--- config.mk ---
export PLATFORM = sky130hd
export DESIGN_NAME = voc_tape_level_decoder_core
export DESIGN_NICKNAME = d
export VERILOG_FILES = /design/src/sv/vtld_pkg.sv /design/src/sv/vtld_parser.sv /design/src/sv/voc_tape_level_decoder_core.sv
export SDC_FILE = /design/constraint.sdc
export NUM_CORES = 1
export LEC_CHECK = 0
export ABC_AREA = 1
export ABC_CLOCK_PERIOD_IN_PS = 8100
export BUFFER_PORTS_ARGS = -buffer_cell sky130_fd_sc_hd__buf_2
export CAP_MARGIN = 10
export CORE_ASPECT_RATIO = 0.5
export CORE_MARGIN = 5
export CORE_UTILIZATION = 30
export CTS_CLUSTER_SIZE = 28
export DETAILED_ROUTE_END_ITERATION = 8
export HOLD_SLACK_MARGIN = 0.12
export PLACE_DENSITY = 0.44
export SLEW_MARGIN = 20
export SYNTH_ARGS = -nofsm -noshare
export SYNTH_HDL_FRONTEND = slang
export SYNTH_HIERARCHICAL = 1
export SYNTH_SLANG_ARGS = --single-unit
export TNS_END_PERCENT = 50
--- constraint.sdc ---
create_clock -name i_clk -period 8.1 [get_ports i_clk]
set_input_delay 1.215 -clock i_clk [delete_from_list [all_inputs] [get_ports i_clk]]
set_output_delay 1.215 -clock i_clk [all_outputs]
set_load 0.02 [all_outputs]
--- src/sv/vtld_pkg.sv ---
// Shared types and constants for the voice tape level decoder.
package vtld_pkg;

    // Parse phases
    localparam logic [2:0] PH_TYPE = 3'd0;
    localparam logic [2:0] PH_LEN0 = 3'd1;
    localparam logic [2:0] PH_LEN1 = 3'd2;
    localparam logic [2:0] PH_LEN2 = 3'd3;
    localparam logic [2:0] PH_TC   = 3'd4;
    localparam logic [2:0] PH_PACK = 3'd5;
    localparam logic [2:0] PH_DATA = 3'd6;
    localparam logic [2:0] PH_STOP = 3'd7;

    // Result status codes
    localparam logic [1:0] ST_SAMPLE  = 2'd0;
    localparam logic [1:0] ST_END     = 2'd1;
    localparam logic [1:0] ST_PACKED  = 2'd2;
    localparam logic [1:0] ST_UNKNOWN = 2'd3;

    // Block type bytes
    localparam logic [7:0] BLK_END  = 8'd0;
    localparam logic [7:0] BLK_DATA = 8'd1;

    // Configuration register indexes
    localparam int CFG_IDX_W = 2;
    localparam logic [CFG_IDX_W-1:0] CFG_THRESHOLD     = 2'd0;
    localparam logic [CFG_IDX_W-1:0] CFG_PERIOD_ADJUST = 2'd1;

    localparam logic [7:0] THRESHOLD_RESET     = 8'd30;
    localparam logic [7:0] PERIOD_ADJUST_RESET = 8'd0;
    localparam logic [8:0] MID_LEVEL           = 9'd128;
    localparam logic [9:0] PERIOD_MAX          = 10'd1019;

    typedef struct packed {
        logic       emit;
        logic       level;
        logic [9:0] period_t;
        logic [1:0] status;
    } t_result;

endpackage

--- src/sv/vtld_parser.sv ---
// Block header parser, sample period and hysteresis level for one byte.
module vtld_parser
    import vtld_pkg::*;
(
    input  logic       i_clk,
    input  logic       i_rst_n,
    input  logic       i_step,
    input  logic [7:0] i_byte,
    input  logic [7:0] i_threshold,
    input  logic [7:0] i_period_adjust,
    output t_result    o_res
);

    logic [2:0]  r_phase, n_phase;
    logic [23:0] r_remaining, n_remaining;
    logic [23:0] r_length, n_length;
    logic [9:0]  r_period, n_period;
    logic        r_level, n_level;

    logic [7:0]  tc_diff;
    logic [10:0] tc_x7;
    logic [10:0] per_sum;
    logic [23:0] rem_dec;
    logic        above, below;

    // base = ((256 - tc) mod 256) * 7 / 2, then signed adjust, clamp at 0
    assign tc_diff = 8'(-i_byte);
    assign tc_x7   = {tc_diff, 3'b000} - {3'b000, tc_diff};
    assign per_sum = {1'b0, tc_x7[10:1]}
                   + {{3{i_period_adjust[7]}}, i_period_adjust};

    // b > 128 + th ; b < 128 - th written as b + th < 128
    assign above   = {1'b0, i_byte} > (MID_LEVEL + {1'b0, i_threshold});
    assign below   = ({1'b0, i_byte} + {1'b0, i_threshold}) < MID_LEVEL;
    assign rem_dec = r_remaining - 24'd1;

    always_comb begin
        n_phase     = r_phase;
        n_remaining = r_remaining;
        n_length    = r_length;
        n_period    = r_period;
        n_level     = r_level;
        o_res       = '{emit: 1'b0, level: 1'b0, period_t: '0, status: ST_SAMPLE};
        unique case (r_phase)
            PH_TYPE: begin
                if (i_byte == BLK_END) begin
                    n_phase      = PH_STOP;
                    n_remaining  = '0;
                    o_res.emit   = 1'b1;
                    o_res.status = ST_END;
                end else if (i_byte != BLK_DATA) begin
                    n_phase      = PH_STOP;
                    n_remaining  = '0;
                    o_res.emit   = 1'b1;
                    o_res.status = ST_UNKNOWN;
                end else begin
                    n_length = '0;
                    n_phase  = PH_LEN0;
                end
            end
            PH_LEN0: begin
                n_length = {16'd0, i_byte};
                n_phase  = PH_LEN1;
            end
            PH_LEN1: begin
                n_length = {8'd0, i_byte, r_length[7:0]};
                n_phase  = PH_LEN2;
            end
            PH_LEN2: begin
                n_length = {i_byte, r_length[15:0]};
                n_phase  = PH_TC;
            end
            PH_TC: begin
                n_period = per_sum[10] ? 10'd0 : per_sum[9:0];
                n_phase  = PH_PACK;
            end
            PH_PACK: begin
                if (i_byte != 8'd0) begin
                    n_phase      = PH_STOP;
                    n_remaining  = '0;
                    o_res.emit   = 1'b1;
                    o_res.status = ST_PACKED;
                end else if (r_length > 24'd2) begin
                    n_remaining = r_length - 24'd2;
                    n_phase     = PH_DATA;
                end else begin
                    n_remaining = '0;
                    n_phase     = PH_TYPE;
                end
            end
            PH_DATA: begin
                if (above) begin
                    n_level = 1'b1;
                end
                if (below) begin
                    n_level = 1'b0;
                end
                n_remaining = rem_dec;
                if (rem_dec == 24'd0) begin
                    n_phase = PH_TYPE;
                end
                o_res.emit     = 1'b1;
                o_res.level    = n_level;
                o_res.period_t = r_period;
                o_res.status   = ST_SAMPLE;
            end
            PH_STOP: begin
                n_phase = PH_STOP;
            end
            default: begin
                n_phase = PH_STOP;
            end
        endcase
    end

    always_ff @(posedge i_clk) begin
        if (!i_rst_n) begin
            r_phase     <= PH_TYPE;
            r_remaining <= '0;
            r_length    <= '0;
            r_period    <= '0;
            r_level     <= 1'b0;
        end else if (i_step) begin
            r_phase     <= n_phase;
            r_remaining <= n_remaining;
            r_length    <= n_length;
            r_period    <= n_period;
            r_level     <= n_level;
        end
    end

    // Stopped is terminal until reset
    a_stop_sticky: assert property (@(posedge i_clk) disable iff (!i_rst_n)
        r_phase == PH_STOP |=> r_phase == PH_STOP)
        else $error("parser left stopped phase");

    // In the sample phase there is always at least one sample left
    a_data_nonzero: assert property (@(posedge i_clk) disable iff (!i_rst_n)
        r_phase == PH_DATA |-> r_remaining != 24'd0)
        else $error("sample phase with no samples left");

    // Outside the sample phase no sample count is left over
    a_idle_no_count: assert property (@(posedge i_clk) disable iff (!i_rst_n)
        r_phase != PH_DATA |-> r_remaining == 24'd0)
        else $error("sample count left outside sample phase");

endmodule

--- src/sv/voc_tape_level_decoder_core.sv ---
// Top level: voice file byte stream to tape level, with output register and config registers.
// Takes one byte per cycle and gives at most one result per byte, in the cycle after the
// transfer; the only storage in the path is the parser state and the output register, so
// a byte can be taken every cycle unless a result is held by downstream stall. Header bytes
// give no result; sample bytes, the end block and errors give one. After an end or error
// all bytes are taken and dropped until reset. Config writes are always ready.
module voc_tape_level_decoder_core
    import vtld_pkg::*;
(
    input  logic                 i_clk,
    input  logic                 i_rst_n,
    input  logic                 i_valid,
    output logic                 o_stall,
    input  logic [7:0]           i_data_byte,
    output logic                 o_valid,
    input  logic                 i_stall,
    output logic                 o_level,
    output logic [9:0]           o_period_t,
    output logic [1:0]           o_status,
    input  logic                 i_cfg_valid,
    output logic                 o_cfg_ready,
    input  logic [CFG_IDX_W-1:0] i_cfg_index,
    input  logic [7:0]           i_cfg_data
);

    logic [7:0] r_threshold;
    logic [7:0] r_period_adjust;
    logic       r_valid;
    logic       r_level;
    logic [9:0] r_period_t;
    logic [1:0] r_status;
    logic       step;
    t_result    res;

    assign o_cfg_ready = 1'b1;
    assign o_stall     = r_valid && i_stall;
    assign step        = i_valid && !o_stall;

    always_ff @(posedge i_clk) begin
        if (!i_rst_n) begin
            r_threshold     <= THRESHOLD_RESET;
            r_period_adjust <= PERIOD_ADJUST_RESET;
        end else if (i_cfg_valid) begin
            unique case (i_cfg_index)
                CFG_THRESHOLD:     r_threshold     <= i_cfg_data;
                CFG_PERIOD_ADJUST: r_period_adjust <= i_cfg_data;
                default: ;
            endcase
        end
    end

    vtld_parser u_parser (
        .i_clk           (i_clk),
        .i_rst_n         (i_rst_n),
        .i_step          (step),
        .i_byte          (i_data_byte),
        .i_threshold     (r_threshold),
        .i_period_adjust (r_period_adjust),
        .o_res           (res)
    );

    // Output register: reload whenever it is empty or being drained
    always_ff @(posedge i_clk) begin
        if (!i_rst_n) begin
            r_valid <= 1'b0;
        end else if (step) begin
            r_valid <= res.emit;
        end else if (!i_stall) begin
            r_valid <= 1'b0;
        end
    end

    always_ff @(posedge i_clk) begin
        if (step && res.emit) begin
            r_level    <= res.level;
            r_period_t <= res.period_t;
            r_status   <= res.status;
        end
    end

    assign o_valid    = r_valid;
    assign o_level    = r_level;
    assign o_period_t = r_period_t;
    assign o_status   = r_status;

    a_status_clean: assert property (@(posedge i_clk) disable iff (!i_rst_n)
        o_valid && o_status != ST_SAMPLE |-> !o_level && o_period_t == 10'd0)
        else $error("status result carries level or period");

    a_period_range: assert property (@(posedge i_clk) disable iff (!i_rst_n)
        o_valid && o_status == ST_SAMPLE |-> o_period_t <= PERIOD_MAX)
        else $error("sample period out of range");

    a_no_input_drop: assert property (@(posedge i_clk) disable iff (!i_rst_n)
        !r_valid |-> !o_stall)
        else $error("input stalled with empty output register");

endmodule

==> metrics.csv, run 1 <==
metric;value;unit
commonest non-fill, non-tap cells in the layout;nand2_1 (224), nor2_1 (136), inv_1 (122);
Yosys reg bits;92;
post-layout min period;4.52;ns
outcome;complete, no violations;
gr ovfl total;0;
GP Congestion;0.838;
DPL Wire Length;13300;um
CP max FO;10;
share of the synthesized area in the top cell type;24.7;%
register area;0.00197;mm2
Initial Utilization;30.8;%
Pwr Total;1430;uW
worst skew pair latency;0.35;ns
Worst slew margin;32.9;%
WP data required;8.38;ns
CTS Root Cell;clkbuf_16;
CTS Buf Count;9;
max incr delay on CP;0.39;ns
Crit. End Element;flop;
Multi-input gate area;0.00378;mm2
initial antenna violation count;0;
Post-CTS Setup Repair Bufs;0;
DRC marker count from the first detailed-route iteration;352;
All-Layer GR Usage;14.6;%
Final TNS setup;0;ns
Post-CTS Hold Fix Bufs;0;
CORE AREA;0.0207;mm2
worst path bufs/invs;5;
WL final;17500;um
cell mode on critical path;nand2_1;
CTS tree;done;
Hold Fails Final Rpt;0;
pre-CTS setup slack;3.21;ns
CTS max path bufs;2;
I/O pin cnt;39;
Die Height;113;um
setup violators final;0;
# port buffers;37;
Worst R2R Setup Slack;5.56;ns
synth unique cells;48;
worst setup margin;3.58;ns
Tcrit/Tclk final;55.8;%
clk sink count;92;
hold_ws;0.466;ns
Leak Pwr;0.00327;uW
Avg Cell Area, Syn;6.64;um2
Main synth FF type;dfxtp_1;
largest net degree at the start of global routing;44;
Max Clk Rate;221;MHz
post-cts sizing count;0;
yosys warns;6;
CP Cell Sequence;buf_2, inv_1, ha_1, nand2_2, inv_1, nand3_1, xor2_1, inv_1, ha_1, a21oi_1, nand2_1, nand2_1, nand2_1, xor2_1, ha_1, nand2_1, inv_1, a221oi_1, nand2_1, xnor2_2, nand3b_1, a21oi_1;
CP startpoint kind;input pin;
Die X;217;um
placed cell area;0.00680;mm2
critical setup path kind;in -> reg;
Post-synth EDFFs;13;
# diodes;0;
fillers;2305;
ranking of synthesized cells by area;dfxtp_1 (25%), nand2_1 (13%), nor2_1 (8.0%);
antenna-violating nets left;0;
First-pass DRT Iterations;5;
Die ar.;0.0245;mm2
RSZ-0062 raised after global routing;no;
Pwr Density;203;mW/mm2
first-pass GRT wire length;29500;um
worst hold-check path type;reg -> reg;
sequential-to-total area share from yosys stat;30.8;%
max-cap violations;0;
P&R area growth vs syn;10.3;%
via count;5959;
asr flop ratio synth;0;%
delay-heaviest family, CP;adder cells;
max-slew violations;0;
post-DR vias/cell;4.71;
cell taking the most area after synthesis;dfxtp_1;
Critical-path top delay cell;xnor2_2;
maximum vdd ir drop;0.109;mV
Synth Instances;964;
DRC;0;
Mapped Area;0.00640;mm2
vias in the first global route;5963;
Final Instance Area;0.00706;mm2
drt wl/cell;13.8;um
most common cell after layout, fill and taps aside;nand2_1;
clock skew;0.00845;ns
H-Tree Depth;3;
CTS clock-pin slew for the worst setup and hold paths;0.07;ns
Rows;37;
layout cells sized above 1;9.06;%
Synth Net Count;1024;
worst-margin pin slew;0.999;ns
nets@finish;1048;
worst endpoint data arrival time;4.80;ns
## where the power goes
part / total, uW / switching (uW) / leakage (uW) / internal, uW
Combinational: 500 / 333 / 0.00238 / 167
Sequential: 539 / 36.3 / 0.000771 / 502
Clock: 391 / 184 / 0.000123 / 207
## final cells by class
cell class	count	area share, %
flip-flops and latches	92	27.9
clock buffers	11	3.30
clock inverters	5	0.390
well taps	273	4.84
multi-input cells	712	53.6
inverters	134	7.14
repair buffers	39	2.84
## path summary, 6_finish.rpt
| kind | endpoint | startpoint | depth (start not counted) |
|---|---|---|---|
| setup / recovery | u_parser/r_period[1]$_SDFFE_PN0P_ | i_data_byte[0] | 22 |
| hold / removal | u_parser/r_period[4]$_SDFFE_PN0P_ | u_parser/r_period[4]$_SDFFE_PN0P_ | 2 |
| setup reg to reg | o_period_t[3]$_DFFE_PP_ | u_parser/r_phase[2]$_SDFFE_PN0P_ | 6 |
| hold reg to reg | u_parser/r_period[4]$_SDFFE_PN0P_ | u_parser/r_period[4]$_SDFFE_PN0P_ | 2 |
## cells in the mapped netlist (4+ instances only)
cell type and instances:
dfxtp_1 79, clkbuf_1 11, nor3_1 16, inv_1 122, a22oi_1 6, nand3_1 67
nand3b_1 6, o21ai_0 41, o211ai_1 4, ha_1 36, xnor2_1 11, a21oi_1 75
buf_4 4, nor2_2 7, edfxtp_1 13, nand4_1 13, buf_2 8, nor2_1 136
nor2_4 4, a31oi_1 6, inv_2 9, o21bai_1 4, a211oi_1 4, nand2_1 224
xor2_1 22
## metal layers
metal  vias up  wire length (um)  global-route usage (%)
li1       3148                 -                       -
met1      2742              8740                    19.1
met2        63              8200                    25.6
met3         6               411                    2.59
met4         0               118                    2.88
met5         -                 0                       0
## flip-flops by register name, summed over array words and instances (netlist names), 2 cells and up
register              flops
u_parser/r_length        24
u_parser/r_remaining     24
o_period_t               10
u_parser/r_period        10
r_period_adjust           8
r_threshold               8
u_parser/r_phase          3
o_status                  2
## metrics by stage
stage | util [%] | instances
finish | 34.0 | 1266
global route | 34.0 | 1266
CTS | 34.0 | 1266
detailed placement | 32.8 | 1250
global placement | 32.8 | 1250
floorplan | - | 964
## worst reg2reg max path, stage by stage, from the launching register on
cell and delay, ns:
dfxtp_1 0.44, inv_2 0.11, nor3_2 0.14, inv_1 0.39, nand3_1 0.22, inv_1 0.08
nor3_2 0.80
## cell families (layout without fill, tap and decap cells)
kind of cell,after synthesis,after routing,share of synthesized area (%)
simple gates,490,490,33.7
buf+inv,160,189,10.2
compound gates,149,149,12.8
flops,92,92,30.8
fa+ha+maj,37,37,7.35
xor+xnor,35,35,5.03
other cells,1,1,0.0586
(Power assumes the default switching activity.)
==> run 2, diff against run 1 <==
ABC_CLOCK_PERIOD_IN_PS = 4500   (was 8100)
clock period = 4.5 ns   (was 8.1 ns; I/O delays follow)
==> run 2 against run 1 <==
Wire length is 0.69% higher. Register-to-register slack worse by 3.6 ns. Critical path type unchanged. Worst setup slack worse by 3.0 ns. Largest cell class unchanged. Global-route usage hardly changed. Cell count is 0.24% higher.
==> metrics.csv, run 2 (synthesis gave the netlist of run 1 again) <==
metric;value;unit
outcome;complete, no violations;
CTS max path bufs;2;
sw frac;39.3;%
max incr delay on CP;0.40;ns
# diodes;0;
CP startpoint kind;input pin;
CTS clock-pin slew for the worst setup and hold paths;0.07;ns
post-layout min period;3.90;ns
worst setup margin;0.602;ns
clk sink count;92;
CTS Buf Count;9;
Die X;217;um
max-slew violations;0;
delay-heaviest family, CP;adder cells;
initial antenna violation count;0;
DRC marker count from the first detailed-route iteration;276;
layout cells sized above 1;9.64;%
WL final;17600;um
WP data required;4.78;ns
H-Tree Depth;3;
Die Height;113;um
Psw;1030;uW
setup violators final;0;
CP Cell Sequence;buf_2, inv_1, ha_1, nand2_2, inv_1, nand3_1, xor2_1, inv_1, ha_1, a21oi_1, nand2_1, nand2_1, nand2_1, xor2_1, ha_1, nand2_1, inv_1, a221oi_1, nand2_1, xnor2_2, nand3b_1, a21oi_1;
worst hold-check path type;reg -> reg;
top flop regs;u_parser/r_length: 24 flops, u_parser/r_remaining: 24 flops;
Flop pwr share;37.1;%
DPL Wire Length;13300;um
I/O pin cnt;39;
CTS Root Cell;clkbuf_16;
post-DR vias/cell;4.67;
worst endpoint data arrival time;4.18;ns
Rows;37;
gr ovfl total;0;
critical setup path kind;in -> reg;
placed cell count;1253;
clock skew;0.00637;ns
first-pass GRT wire length;29300;um
CORE AREA;0.0207;mm2
Post-CTS Hold Fix Bufs;0;
largest net degree at the start of global routing;44;
post-cts sizing count;0;
CTS tree;done;
Initial Utilization;30.8;%
vias in the first global route;5843;
Crit. End Element;flop;
most common cell after layout, fill and taps aside;nand2_1;
Final TNS setup;0;ns
max-cap violations;0;
placed cell area;0.00682;mm2
worst skew pair latency;0.35;ns
Critical-path top delay cell;xnor2_2;
Pwr Total;2610;uW
Pwr Density;368;mW/mm2
CP max FO;10;
Leak Pwr;0.00329;uW
GP Congestion;0.834;
Post-CTS Setup Repair Bufs;0;
maximum vdd ir drop;0.169;mV
Final Instance Area;0.00709;mm2
Tcrit/Tclk final;86.6;%
First-pass DRT Iterations;5;
All-Layer GR Usage;14.6;%
Non-Filler Instances;1269;
antenna-violating nets left;0;
via count;5922;
nets@finish;1051;
drt wl/cell;13.9;um
commonest non-fill, non-tap cells in the layout;nand2_1 (224), nor2_1 (136), inv_1 (122);
cell mode on critical path;nand2_1;
Int Pwr;1580;uW
clock share of power;28.2;%
RSZ-0062 raised after global routing;no;
worst path bufs/invs;5;
worst-margin pin slew;0.998;ns
P&R area growth vs syn;10.8;%
Worst slew margin;33.1;%
DRC;0;
combinational power share;34.7;%
Hold Fails Final Rpt;0;
Max Clk Rate;257;MHz
pre-CTS setup slack;0.237;ns
# port buffers;37;
Die ar.;0.0245;mm2
-- run 2: cell count changes in the layout (fill, tap and decap cells not counted), sizes merged --
cell	previous run	this run
clkinvlp	1	3
buf	39	42
clkinv	6	4
-- run 2: worst paths after layout --
path | end | startpoint | slack [ns] | depth (start not counted)
worst min register to register | u_parser/r_period[1]$_SDFFE_PN0P_ | u_parser/r_period[1]$_SDFFE_PN0P_ | 0.47 | 2
worst min-delay path | u_parser/r_period[1]$_SDFFE_PN0P_ | u_parser/r_period[1]$_SDFFE_PN0P_ | 0.47 | 2
worst max-delay path | u_parser/r_period[1]$_SDFFE_PN0P_ | i_data_byte[1] | 0.60 | 22
worst max register to register | o_period_t[7]$_DFFE_PP_ | u_parser/r_phase[2]$_SDFFE_PN0P_ | 1.95 | 6
-- run 2: per-stage QoR --
stage	hold WS (ns)	util, %
after floorplan	0.445	-
after global placement	0.456	32.9
after detailed placement	0.461	32.9
after CTS	0.472	34.2
after global routing	0.484	34.2
final	0.470	34.2
-- run 2: layout make-up --
cell class / count / area (um2)
flip-flops and latches: 92 / 1970
fillers: 2282 / 13600
clock buffers: 11 / 233
inverters: 134 / 504
multi-input cells: 712 / 3780
repair buffers: 42 / 223
well taps: 273 / 342
clock inverters: 5 / 36.3
-- run 2: power groups by stage --
stage	Sequential [uW]	Clock, uW	Combinational, uW
floorplan	983	0	689
global placement	988	0	906
detailed placement	988	0	909
CTS	969	766	914
global route	979	792	1040
finish	969	735	905
-- run 2: routing by layer --
metal / global-route usage (%) / up-vias / routed length (um)
met5: 0 / - / 0
met4: 2.84 / 0 / 161
met3: 2.57 / 14 / 388
met2: 25.3 / 57 / 8220
met1: 19.3 / 2700 / 8820
li1: - / 3151 / -
-- run 2: worst reg2reg max path, stage by stage, from the launching register on --
cell and delay [ns]:
dfxtp_1 0.43, inv_2 0.11, nor3_2 0.14, inv_1 0.39, nand3_1 0.22, inv_1 0.07, nor3_2 0.82
==> run 3, diff against run 2 <==
ABC_AREA = unset   (was 1)
MAX_ROUTING_LAYER = met4   (was unset)
PLACE_DENSITY = 0.43   (was 0.44)
==> run 3 against run 2 <==
Worst setup slack got worse by 0.30 ns. Die area fell by 5.6%. Non-clock buffer count rose by 43. Hold slack barely moved. First-iteration DRC count rose by 34%.
==> metrics.csv, run 3 <==
metric;value;unit
first-pass GRT wire length;28600;um
synth cell count leaders;nor2_1 (82), dfxtp_1 (79), nand2_1 (65);
Final Instance Area;0.00703;mm2
asr flop ratio synth;0;%
commonest non-fill, non-tap cells in the layout;nor2_1 (82), dfxtp_1 (79), nand2_1 (65);
Die ar.;0.0232;mm2
worst r2r src;u_parser/r_remaining[0]$_SDFFE_PN0P_;
layout cells sized above 1;14.5;%
CTS clock-pin slew for the worst setup and hold paths;0.07;ns
Post-CTS Hold Fix Bufs;0;
Cells on Worst Hold Path;2;
Critical-path top delay cell;or4_1;
CP max FO;10;
worst skew pair latency;0.35;ns
CTS Root Cell;clkbuf_16;
placed cell area;0.00674;mm2
outcome;complete, no violations;
nets@finish;860;
DRC;0;
Post-CTS Setup Repair Bufs;0;
CTS Buf Count;9;
DPL Wire Length;12800;um
Synth Net Count;802;
P&R area growth vs syn;16.8;%
Main synth FF type;dfxtp_1;
Die X;210;um
Die Height;110;um
Synth Instances;742;
yosys warns;6;
CP startpoint kind;input pin;
drt wl/cell;16.2;um
WP data required;4.78;ns
WL final;17300;um
GP Congestion;0.834;
CORE AREA;0.0196;mm2
Rows;36;
worst endpoint data arrival time;4.48;ns
fillers;2098;
via count;5532;
Post-synth EDFFs;13;
Mapped Area;0.00602;mm2
Tcrit/Tclk final;93.4;%
worst hold-check path type;reg -> reg;
gr ovfl total;0;
DRC marker count from the first detailed-route iteration;371;
Hold Fails Final Rpt;0;
worst hold path startpoint;r_period_adjust[4]$_SDFFE_PN0P_;
post-layout min period;4.20;ns
Avg Cell Area, Syn;8.11;um2
Critical R2R Capture;u_parser/r_phase[2]$_SDFFE_PN0P_;
critical setup path kind;in -> reg;
clock skew;0.00911;ns
antenna-violating nets left;0;
register area;0.00197;mm2
CTS tree;done;
Crit. End Element;flop;
max-cap violations;0;
worst setup margin;0.298;ns
# diodes;0;
ranking of synthesized cells by area;dfxtp_1 (26%), ha_1 (7.5%), edfxtp_1 (6.5%);
share of the synthesized area in the top cell type;26.3;%
sequential-to-total area share from yosys stat;32.8;%
worst-margin pin slew;1.07;ns
Worst Hold Path EP;r_period_adjust[4]$_SDFFE_PN0P_;
maximum vdd ir drop;0.162;mV
cell taking the most area after synthesis;dfxtp_1;
Max Clk Rate;238;MHz
clk sink count;92;
max-slew violations;0;
top-count cell post-synth;nor2_1;
Final Core Density;35.9;%
largest net degree at the start of global routing;50;
Worst slew margin;28.5;%
I/O pin cnt;39;
max incr delay on CP;0.46;ns
post-cts sizing count;1;
CP Cell Sequence;buf_2, buf_4, nor3_2, nor3b_4, xor2_1, ha_1, a21oi_1, a31oi_4, or4_1, o21ai_0, ha_1, buf_4, o21a_1, nor2_1, xnor2_1, or4_1, o31ai_4, a22oi_1, nor2_1;
First-pass DRT Iterations;5;
top flop regs;u_parser/r_length: 24 flops, u_parser/r_remaining: 24 flops;
setup violators final;0;
Worst R2R Setup Slack;1.56;ns
most common cell after layout, fill and taps aside;nor2_1;
post-DR vias/cell;5.17;
# port buffers;37;
RSZ-0062 raised after global routing;no;
pre-CTS setup slack;-0.364;ns
synth unique cells;72;
Worst R2R Path Depth;10;
vias in the first global route;5262;
Initial Utilization;30.7;%
Leak Pwr;0.00292;uW
H-Tree Depth;3;
Yosys reg bits;92;
Pwr Density;337;mW/mm2
initial antenna violation count;0;
Multi-input gate area;0.00378;mm2
Pwr Total;2370;uW
All-Layer GR Usage;15.8;%
CTS max path bufs;2;
-- run 3: cells by family (layout without fill, tap and decap cells) --
group                    count (synthesis)  after routing  share of synthesized area [%]
AND/OR/NAND/NOR                        292            292                           25.1
XOR/XNOR                                53             53                           7.94
adder cells (fa/ha/maj)                 38             38                           7.99
multiplexers                            13             13                           2.16
other                                    1              1                         0.0623
flip-flops                              92             92                           32.8
buffers and inverters                   71            134                           4.72
AO/OA/AOI/OAI                          182            182                           19.3
-- run 3: area by class of cell --
class,instances,area share (%)
Clock buffer,11,3.31
Sequential cell,92,28.1
Multi-Input combinational cell,579,53.9
Timing Repair Buffer,85,7.76
Inverter,33,1.76
Clock inverter,5,0.516
Tap cell,266,4.74
-- run 3: power by group --
group / internal [uW] / leakage [uW] / switching, uW
Clock: 378 / 0.000134 / 349
Combinational: 291 / 0.00202 / 431
Sequential: 876 / 0.000765 / 46.7
-- run 3: metrics by stage --
| step | std cells | hold slack (ns) | setup TNS (ns) |
|---|---|---|---|
| final | 1071 | 0.469 | 0 |
| after global routing | 1071 | 0.491 | 0 |
| after CTS | 1071 | 0.474 | 0 |
| after detailed placement | 1055 | 0.455 | -3.50 |
| after global placement | 1055 | 0.453 | -2.95 |
| after floorplan | 742 | 0.439 | 0 |
-- run 3: how the worst max path moves through the flow --
stage | cells after the start | end | from
after floorplan | 18 | u_parser/r_period[0]$_SDFFE_PN0P_ | i_data_byte[0]
after global placement | 17 | u_parser/r_period[2]$_SDFFE_PN0P_ | i_data_byte[1]
after detailed placement | 16 | u_parser/r_period[4]$_SDFFE_PN0P_ | i_data_byte[1]
after CTS | 19 | u_parser/r_period[1]$_SDFFE_PN0P_ | i_data_byte[1]
after global routing | 19 | u_parser/r_period[6]$_SDFFE_PN0P_ | i_data_byte[0]
final | 19 | u_parser/r_period[1]$_SDFFE_PN0P_ | i_data_byte[1]
-- run 3: critical path: cells and delay by family --
kind | cells | cell delay, ns
AND/OR/NAND/NOR | 6 | 1.59
XOR/XNOR | 2 | 0.34
AO/OA/AOI/OAI | 6 | 0.92
buffers and inverters | 3 | 0.38
adder cells (fa/ha/maj) | 2 | 0.57
-- run 3: per-layer routing --
metal	GRT usage, %	share of wire (%)
met1	21.3	51
met5	-	0
met4	2.98	0.96
met2	25.4	45
met3	2.69	3.0
